`src/regex_infix_to_postfix_core_assert.svh`:
```
// assertion macros shared by the infix to postfix converter
// no dependencies; included by files that carry concurrent checks
`ifndef REGEX_INFIX_TO_POSTFIX_CORE_ASSERT_SVH
`define REGEX_INFIX_TO_POSTFIX_CORE_ASSERT_SVH

// same-cycle implication, clocked on clock, off during reset
`define RXPF_ASSERT_IMP(label, ante, cons, msg) \
   label: assert property (@(posedge clock) disable iff (reset) (ante) |-> (cons)) \
      else $error(msg);

// next-cycle implication, clocked on clock, off during reset
`define RXPF_ASSERT_NXT(label, ante, cons, msg) \
   label: assert property (@(posedge clock) disable iff (reset) (ante) |=> (cons)) \
      else $error(msg);

`endif

```
`src/rxpf_pkg.sv`:
```
// shared constants, character classes, precedence and control structs
// for the regex infix to postfix converter; no dependencies
package rxpf_pkg;

   localparam int STACK_DEPTH = 32;
   localparam int CNT_W       = $clog2(STACK_DEPTH + 1);
   localparam int IDX_W       = $clog2(STACK_DEPTH);

   localparam logic [7:0] CH_STAR  = 8'h2A;
   localparam logic [7:0] CH_DOT   = 8'h2E;
   localparam logic [7:0] CH_BAR   = 8'h7C;
   localparam logic [7:0] CH_HASH  = 8'h23;
   localparam logic [7:0] CH_OPEN  = 8'h28;
   localparam logic [7:0] CH_CLOSE = 8'h29;

   localparam logic [1:0] CLS_LETTER = 2'd0;
   localparam logic [1:0] CLS_OPEN   = 2'd1;
   localparam logic [1:0] CLS_CLOSE  = 2'd2;
   localparam logic [1:0] CLS_OP     = 2'd3;

   typedef struct packed {
      logic load;
      logic emit_char;
      logic emit_top;
      logic pop;
      logic push;
      logic finalize;
   } rxpf_cmd_type;

   typedef struct packed {
      logic [1:0] in_class;
      logic       end_flag;
      logic       stack_empty;
      logic       top_is_open;
      logic       top_ge;
      logic       emit_ok;
      logic       out_ok;
   } rxpf_stat_type;

   function automatic logic [1:0] prec_of(input logic [7:0] c);
      logic [1:0] p;
      priority if (c == CH_STAR) p = 2'd3;
      else if (c == CH_DOT) p = 2'd2;
      else if (c == CH_BAR) p = 2'd1;
      else p = 2'd0;
      return p;
   endfunction

   function automatic logic [1:0] class_of(input logic [7:0] c);
      logic [1:0] k;
      priority if ((c >= 8'h41 && c <= 8'h5A) || (c >= 8'h61 && c <= 8'h7A) || c == CH_HASH)
         k = CLS_LETTER;
      else if (c == CH_OPEN) k = CLS_OPEN;
      else if (c == CH_CLOSE) k = CLS_CLOSE;
      else k = CLS_OP;
      return k;
   endfunction

endpackage

```
`src/rxpf_dp.sv`:
```
// datapath: held item, operator stack, overflow flag, pending and output registers
// depends on rxpf_pkg and regex_infix_to_postfix_core_assert.svh
`include "regex_infix_to_postfix_core_assert.svh"

module rxpf_dp (
   input  logic                   clock,
   input  logic                   reset,
   input  logic [7:0]             req_ch,
   input  logic                   req_end_of_expr,
   input  rxpf_pkg::rxpf_cmd_type cmd,
   output rxpf_pkg::rxpf_stat_type stat,
   output logic                   rsp_valid,
   input  logic                   rsp_stall,
   output logic [7:0]             rsp_out_char,
   output logic                   rsp_has_char,
   output logic                   rsp_last,
   output logic                   rsp_overflow
);
   import rxpf_pkg::*;

   logic [7:0]       stack_ff [STACK_DEPTH];
   logic [CNT_W-1:0] count_ff, count_in;
   logic             ovf_ff, ovf_in;
   logic [7:0]       ch_ff;
   logic             end_ff;
   logic             pend_valid_ff, pend_valid_in;
   logic [7:0]       pend_char_ff, pend_char_in;
   logic             pend_ovf_ff, pend_ovf_in;
   logic             out_valid_ff, out_valid_in;
   logic [7:0]       out_char_ff, out_char_in;
   logic             out_has_ff, out_has_in;
   logic             out_last_ff, out_last_in;
   logic             out_ovf_ff, out_ovf_in;

   logic [IDX_W-1:0] top_idx;
   logic [7:0]       top_ch;
   logic             full;
   logic             emit;
   logic [7:0]       emit_val;
   logic             out_ok;

   assign top_idx  = IDX_W'(count_ff - CNT_W'(1));
   assign top_ch   = stack_ff[top_idx];
   assign full     = (count_ff == CNT_W'(STACK_DEPTH));
   assign emit     = cmd.emit_char | cmd.emit_top;
   assign emit_val = cmd.emit_top ? top_ch : ch_ff;
   assign out_ok   = !out_valid_ff || !rsp_stall;

   always_comb begin
      stat.in_class    = class_of(req_ch);
      stat.end_flag    = end_ff;
      stat.stack_empty = (count_ff == '0);
      stat.top_is_open = (top_ch == CH_OPEN);
      stat.top_ge      = (prec_of(top_ch) >= prec_of(ch_ff));
      stat.out_ok      = out_ok;
      stat.emit_ok     = !pend_valid_ff || out_ok;
   end

   always_comb begin
      count_in = count_ff;
      ovf_in   = ovf_ff;
      if (cmd.pop) begin
         count_in = count_ff - CNT_W'(1);
      end else if (cmd.push && !full) begin
         count_in = count_ff + CNT_W'(1);
      end
      if (cmd.push && full) begin
         ovf_in = 1'b1;
      end else if (cmd.finalize && end_ff) begin
         ovf_in = 1'b0;
      end

      pend_valid_in = pend_valid_ff;
      pend_char_in  = pend_char_ff;
      pend_ovf_in   = pend_ovf_ff;
      if (emit) begin
         pend_valid_in = 1'b1;
         pend_char_in  = emit_val;
         pend_ovf_in   = ovf_ff;
      end else if (cmd.finalize) begin
         pend_valid_in = 1'b0;
      end

      // the newest result waits in the pending register until we know if it is last
      out_valid_in = out_valid_ff && rsp_stall;
      out_char_in  = out_char_ff;
      out_has_in   = out_has_ff;
      out_last_in  = out_last_ff;
      out_ovf_in   = out_ovf_ff;
      if (emit && pend_valid_ff) begin
         out_valid_in = 1'b1;
         out_char_in  = pend_char_ff;
         out_has_in   = 1'b1;
         out_last_in  = 1'b0;
         out_ovf_in   = pend_ovf_ff;
      end else if (cmd.finalize && (pend_valid_ff || end_ff)) begin
         out_valid_in = 1'b1;
         out_char_in  = pend_valid_ff ? pend_char_ff : 8'h00;
         out_has_in   = pend_valid_ff;
         out_last_in  = end_ff;
         out_ovf_in   = pend_valid_ff ? pend_ovf_ff : ovf_ff;
      end
   end

   always_ff @(posedge clock) begin
      if (reset) begin
         count_ff      <= '0;
         ovf_ff        <= 1'b0;
         pend_valid_ff <= 1'b0;
         out_valid_ff  <= 1'b0;
      end else begin
         count_ff      <= count_in;
         ovf_ff        <= ovf_in;
         pend_valid_ff <= pend_valid_in;
         out_valid_ff  <= out_valid_in;
      end
   end

   always_ff @(posedge clock) begin
      if (cmd.load) begin
         ch_ff  <= req_ch;
         end_ff <= req_end_of_expr;
      end
      pend_char_ff <= pend_char_in;
      pend_ovf_ff  <= pend_ovf_in;
      out_char_ff  <= out_char_in;
      out_has_ff   <= out_has_in;
      out_last_ff  <= out_last_in;
      out_ovf_ff   <= out_ovf_in;
   end

   always_ff @(posedge clock) begin
      if (cmd.push && !full) begin
         stack_ff[count_ff[IDX_W-1:0]] <= ch_ff;
      end
   end

   assign rsp_valid    = out_valid_ff;
   assign rsp_out_char = out_char_ff;
   assign rsp_has_char = out_has_ff;
   assign rsp_last     = out_last_ff;
   assign rsp_overflow = out_ovf_ff;

   `RXPF_ASSERT_IMP(a_count_range, 1'b1, count_ff <= CNT_W'(STACK_DEPTH), "stack count past depth")
   `RXPF_ASSERT_IMP(a_pop_nonempty, cmd.pop, count_ff != '0, "pop from empty stack")
   `RXPF_ASSERT_NXT(a_full_push_flags, cmd.push && full, ovf_ff, "dropped push left no flag")
   `RXPF_ASSERT_NXT(a_end_clears, cmd.finalize && end_ff, !ovf_ff && !pend_valid_ff && count_ff == '0,
                    "end of expression left state behind")

endmodule

```
`src/rxpf_ctrl.sv`:
```
// controller: sequences accept, emit, pop, push, flush and finish for each item
// depends on rxpf_pkg
module rxpf_ctrl (
   input  logic                    clock,
   input  logic                    reset,
   input  logic                    req_valid,
   output logic                    req_stall,
   input  rxpf_pkg::rxpf_stat_type stat,
   output rxpf_pkg::rxpf_cmd_type  cmd
);
   import rxpf_pkg::*;

   localparam logic [2:0] S_IDLE    = 3'd0;
   localparam logic [2:0] S_EMIT_CH = 3'd1;
   localparam logic [2:0] S_PUSH    = 3'd2;
   localparam logic [2:0] S_CLOSE   = 3'd3;
   localparam logic [2:0] S_POPOP   = 3'd4;
   localparam logic [2:0] S_TAIL    = 3'd5;
   localparam logic [2:0] S_FINAL   = 3'd6;

   logic [2:0] state_ff, state_in;

   always_comb begin
      state_in  = state_ff;
      cmd       = '0;
      req_stall = 1'b1;
      unique case (state_ff)
         S_IDLE: begin
            req_stall = 1'b0;
            if (req_valid) begin
               cmd.load = 1'b1;
               unique case (stat.in_class)
                  CLS_LETTER: state_in = S_EMIT_CH;
                  CLS_OPEN:   state_in = S_PUSH;
                  CLS_CLOSE:  state_in = S_CLOSE;
                  CLS_OP:     state_in = S_POPOP;
               endcase
            end
         end
         S_EMIT_CH: begin
            if (stat.emit_ok) begin
               cmd.emit_char = 1'b1;
               state_in      = S_TAIL;
            end
         end
         S_PUSH: begin
            cmd.push = 1'b1;
            state_in = S_TAIL;
         end
         S_CLOSE: begin
            priority if (stat.stack_empty) begin
               state_in = S_TAIL;
            end else if (stat.top_is_open) begin
               // matching paren is dropped
               cmd.pop  = 1'b1;
               state_in = S_TAIL;
            end else if (stat.emit_ok) begin
               cmd.emit_top = 1'b1;
               cmd.pop      = 1'b1;
            end
         end
         S_POPOP: begin
            priority if (stat.stack_empty || !stat.top_ge) begin
               state_in = S_PUSH;
            end else if (stat.emit_ok) begin
               cmd.emit_top = 1'b1;
               cmd.pop      = 1'b1;
            end
         end
         S_TAIL: begin
            // flush the stack after the final character
            priority if (!stat.end_flag || stat.stack_empty) begin
               state_in = S_FINAL;
            end else if (stat.emit_ok) begin
               cmd.emit_top = 1'b1;
               cmd.pop      = 1'b1;
            end
         end
         S_FINAL: begin
            if (stat.out_ok) begin
               cmd.finalize = 1'b1;
               state_in     = S_IDLE;
            end
         end
         default: begin
            state_in = S_IDLE;
         end
      endcase
   end

   always_ff @(posedge clock) begin
      if (reset) begin
         state_ff <= S_IDLE;
      end else begin
         state_ff <= state_in;
      end
   end

endmodule

```
`src/regex_infix_to_postfix_core.sv`:
```
// channel  ports                                        direction
// req      req_valid req_stall req_ch req_end_of_expr   in
// rsp      rsp_valid rsp_stall rsp_out_char rsp_has_char rsp_last rsp_overflow   out
//
// an item passes through idle, the state for its class, tail and final, staying in
// a pop state for each stack entry it emits; an operator also passes through push
// after its pops; the stack is accessed at most once per cycle
// reset clears the stack count, overflow flag, pending result and output valid
// stack entries are not cleared; only entries below the count are read
// a stalled rsp holds the output register; emission then waits on it
// top level: joins rxpf_ctrl and rxpf_dp; depends on rxpf_pkg
module regex_infix_to_postfix_core (
   input  logic       clock,
   input  logic       reset,
   input  logic       req_valid,
   output logic       req_stall,
   input  logic [7:0] req_ch,
   input  logic       req_end_of_expr,
   output logic       rsp_valid,
   input  logic       rsp_stall,
   output logic [7:0] rsp_out_char,
   output logic       rsp_has_char,
   output logic       rsp_last,
   output logic       rsp_overflow
);
   import rxpf_pkg::*;

   rxpf_cmd_type  cmd;
   rxpf_stat_type stat;

   rxpf_ctrl u_ctrl (
      .clock     (clock),
      .reset     (reset),
      .req_valid (req_valid),
      .req_stall (req_stall),
      .stat      (stat),
      .cmd       (cmd)
   );

   rxpf_dp u_dp (
      .clock           (clock),
      .reset           (reset),
      .req_ch          (req_ch),
      .req_end_of_expr (req_end_of_expr),
      .cmd             (cmd),
      .stat            (stat),
      .rsp_valid       (rsp_valid),
      .rsp_stall       (rsp_stall),
      .rsp_out_char    (rsp_out_char),
      .rsp_has_char    (rsp_has_char),
      .rsp_last        (rsp_last),
      .rsp_overflow    (rsp_overflow)
   );

endmodule

```
`config.mk`:
```
export PLATFORM = sky130hd
export DESIGN_NAME = regex_infix_to_postfix_core
export DESIGN_NICKNAME = d
export VERILOG_FILES = /design/src/rxpf_pkg.sv /design/src/rxpf_dp.sv /design/src/rxpf_ctrl.sv /design/src/regex_infix_to_postfix_core.sv
export VERILOG_INCLUDE_DIRS = /design/src /design/src/src
export SDC_FILE = /design/constraint.sdc
export NUM_CORES = 1
export LEC_CHECK = 0
export ABC_AREA = 1
export BUFFER_PORTS_ARGS = -buffer_cell sky130_fd_sc_hd__buf_2
export CORE_UTILIZATION = 57
export DETAILED_ROUTE_END_ITERATION = 8
export GPL_TIMING_DRIVEN = 0
export PLACE_DENSITY_LB_ADDON = 0.2
export SLEW_MARGIN = 20
export SYNTH_ARGS = -nofsm -noshare
export SYNTH_HDL_FRONTEND = slang
export SYNTH_SLANG_ARGS = --single-unit
```
`constraint.sdc`:
```
create_clock -name clock -period 9.27 [get_ports clock]
set_clock_uncertainty 0.2 [all_clocks]
set_input_delay 1.854 -clock clock [delete_from_list [all_inputs] [get_ports clock]]
set_output_delay 1.854 -clock clock [all_outputs]
set_load 0.05 [all_outputs]
```
==> run metrics <==
status=completed; I/O Buffers=24; CTS Hold Bufs=0; worst-path maximum fanout=12; top achievable clock speed=174 MHz; Synth Area in Compound Gates=2.45%; minimum clock period=5760 ps; critical path type=reg -> reg; CTS tree=done; setup TNS=0 ps; largest family of logic cells by synthesized area=simple AND/OR/NAND/NOR gates; sequential area share after synthesis=66.7%; FILL cells=1743; vias in the first global route=9039; RSZ-0062 raised after global routing=no; Post-CTS Resized=0; first-pass iteration count of the detailed router=5; synthesized area per cell=10.4 µm²; vias after detailed routing=9587; period utilisation layout=62.1%; Power Density=360 nW/µm²; routed len/inst=22.4 µm; clk sink count=297; Total Nets Final=1353; CTS H-tree lvls=1; Max Cap Viol=0; pre-CTS WS=3740 ps; die area=23700 µm²; gr usage total=31.6%; Leak Pwr=0.00597 µW; met2 routed WL=16600 µm; initial drt markers=1183; Yosys cell types=38; largest net degree at the start of global routing=35; Post-Syn Nets=1285; share of layout cells above drive strength 1=12.0%; Async SR Flop Fraction=0%; Row Count=55; Synth Area in XOR/XNOR=0.200%; adder-cell share of the synthesized area=0.761%; first-pass GRT wire length=53500 µm; die span in x=154 µm; Top Layer Used=met5; register area=8780 µm²; worst vdd ir=0.207 mV; CP startpoint kind=flip-flop; Setup-failing EPs final=0; crit path DAT=5770 ps; Congestion Overflow GR=0; Least-Margin Pin Slew=940 ps; CTS buffer count=30; cell area after synthesis=13200 µm²; Met3 Routed Length=4490 µm; Slowest Stage Delay on Critical Path=700 ps; I/O Pins=26; critical path endpoint category=flip-flop; clk root buf=clkbuf_16; area of the multi-input gates=3540 µm²; Synth Register Bits=297; area delta synth->final=12.5%; GPL Wtd Cong=0.967; Die Span Y=154 µm; diode count=0; Fin. Hold Viols=0; Syn Inst Count=1264; Synth Flop Type=edfxtp_1; DP Wirelength=24100 µm; Worst slew margin=37.1%; worst hold-check path type=reg -> reg; mux share of post-synthesis cell area=0%; cell at the slowest stage of the critical path=clkbuf_1; Clock Latency Late Sink=580 ps; Top cell by count, worst path=nand2_1; ANT nets after route=0; Routed WL=36700 µm; Yosys Warn Count=0; Placeable Area=22600 µm²; Worst-path clk slew=60 ps; Initial Util=58.1%; Final WS setup=3510 ps; met1 wire length=13700 µm; vias per cell=5.84; post-synthesis simple-gate area fraction=23.4%; Max clock buf depth=3; number of flops mapped to enable cells by yosys=283; Critical Path RT=9290 ps; # DRC=0; Setup Buffers After CTS=0; Max Slew Vio Count=0; initial antenna violation count=0
kinds of logic (layout without fill, tap and decap cells):
family,count (synthesis),in the layout
buffers and inverters,184,276
AND/OR/NAND/NOR,715,715
AO/OA/AOI/OAI,57,57
adder cells (fa/ha/maj),8,8
XOR/XNOR,3,3
flip-flops,297,297
metrics by stage:
| step | utilization, % | instances | hold WS (ps) | total power (µW) | instance area [µm²] |
|---|---|---|---|---|---|
| 2_1_floorplan | - | 1264 | 231 | 3130 | 13200 |
| 3_3_place_gp | 60.2 | 1573 | 252 | 3970 | 13600 |
| 3_5_place_dp | 61.0 | 1584 | 257 | 4020 | 13800 |
| 4_1_cts | 65.3 | 1640 | 272 | 5220 | 14800 |
| 5_1_grt | 65.4 | 1641 | 292 | 5480 | 14800 |
| 6_report | 65.4 | 1641 | 280 | 5330 | 14800 |
Yosys cell counts (10+ instances only):
cell type	count	area share, %
inv_1	117	3.3
o21ai_1	23	0.88
nand2_2	12	0.57
buf_2	28	1.1
nand3_1	199	7.6
nand2_1	399	11
a21oi_1	19	0.72
edfxtp_1	283	65
dfxtp_1	14	2.1
buf_6	11	0.94
nor2_1	79	2.3
buf_4	10	0.57
worst max-delay path: cells and delay by family (launching register included):
family,cells,cell delay [ps]
AO/OA/AOI/OAI,4,580
adder cells (fa/ha/maj),2,570
buffers and inverters,8,1460
flip-flops,1,420
AND/OR/NAND/NOR,14,2160
cells in the final DEF, fill, tap and decap left out, types with 6 or more instances in the layout:
master	n
buf_6	11
inv_1	117
nand3_1	199
nor2_1	79
nand2_1	399
edfxtp_1	283
ha_1	8
buf_8	11
nand2_4	6
a21oi_1	19
clkbuf_16	30
inv_2	8
nand2_2	12
o21ai_1	23
buf_2	52
dfxtp_1	14
buf_4	11
clkbuf_1	18
flip-flops by register name (all words and copies together) (netlist names), 3 cells and up:
signal / count
u_dp.ch_ff: 8
u_ctrl.state_ff: 3
u_dp.pend_char_ff: 8
u_dp.count_ff: 6
u_dp.rsp_out_char: 8
u_dp.stack_ff: 256
power breakdown:
| group | total [µW] | switching, µW | internal, µW |
|---|---|---|---|
| Combinational | 2460 | 1820 | 634 |
| Sequential | 1660 | 59.5 | 1600 |
| Clock | 1220 | 506 | 710 |
path summary, 6_finish.rpt:
kind	start	to	slack, ps	cells after the start
min	u_dp.rsp_has_char	u_dp.rsp_has_char	280	2
max	u_dp.count_ff[0]	u_dp.rsp_out_char[7]	3510	28
min reg2reg	u_dp.rsp_has_char	u_dp.rsp_has_char	280	2
max reg2reg	u_dp.count_ff[0]	u_dp.rsp_out_char[7]	3510	28
routing by layer:
layer  vias to the layer above  track usage [%]
li1                       4378                -
met1                      4455             42.4
met2                       615             49.1
met3                       137             6.85
met4                         2             15.1
met5                         -             1.86
cell type report:
type                       count  area share, %
tap                          285           2.41
inverter                     127           3.24
timing repair buffer          36           1.98
clock inverter                15           1.30
sequential                   297           59.3
buffer                        57           2.49
multi-input combinational    783           23.9
clock buffer                  41           5.35
Note: power is estimated with default switching activity, not from simulation.
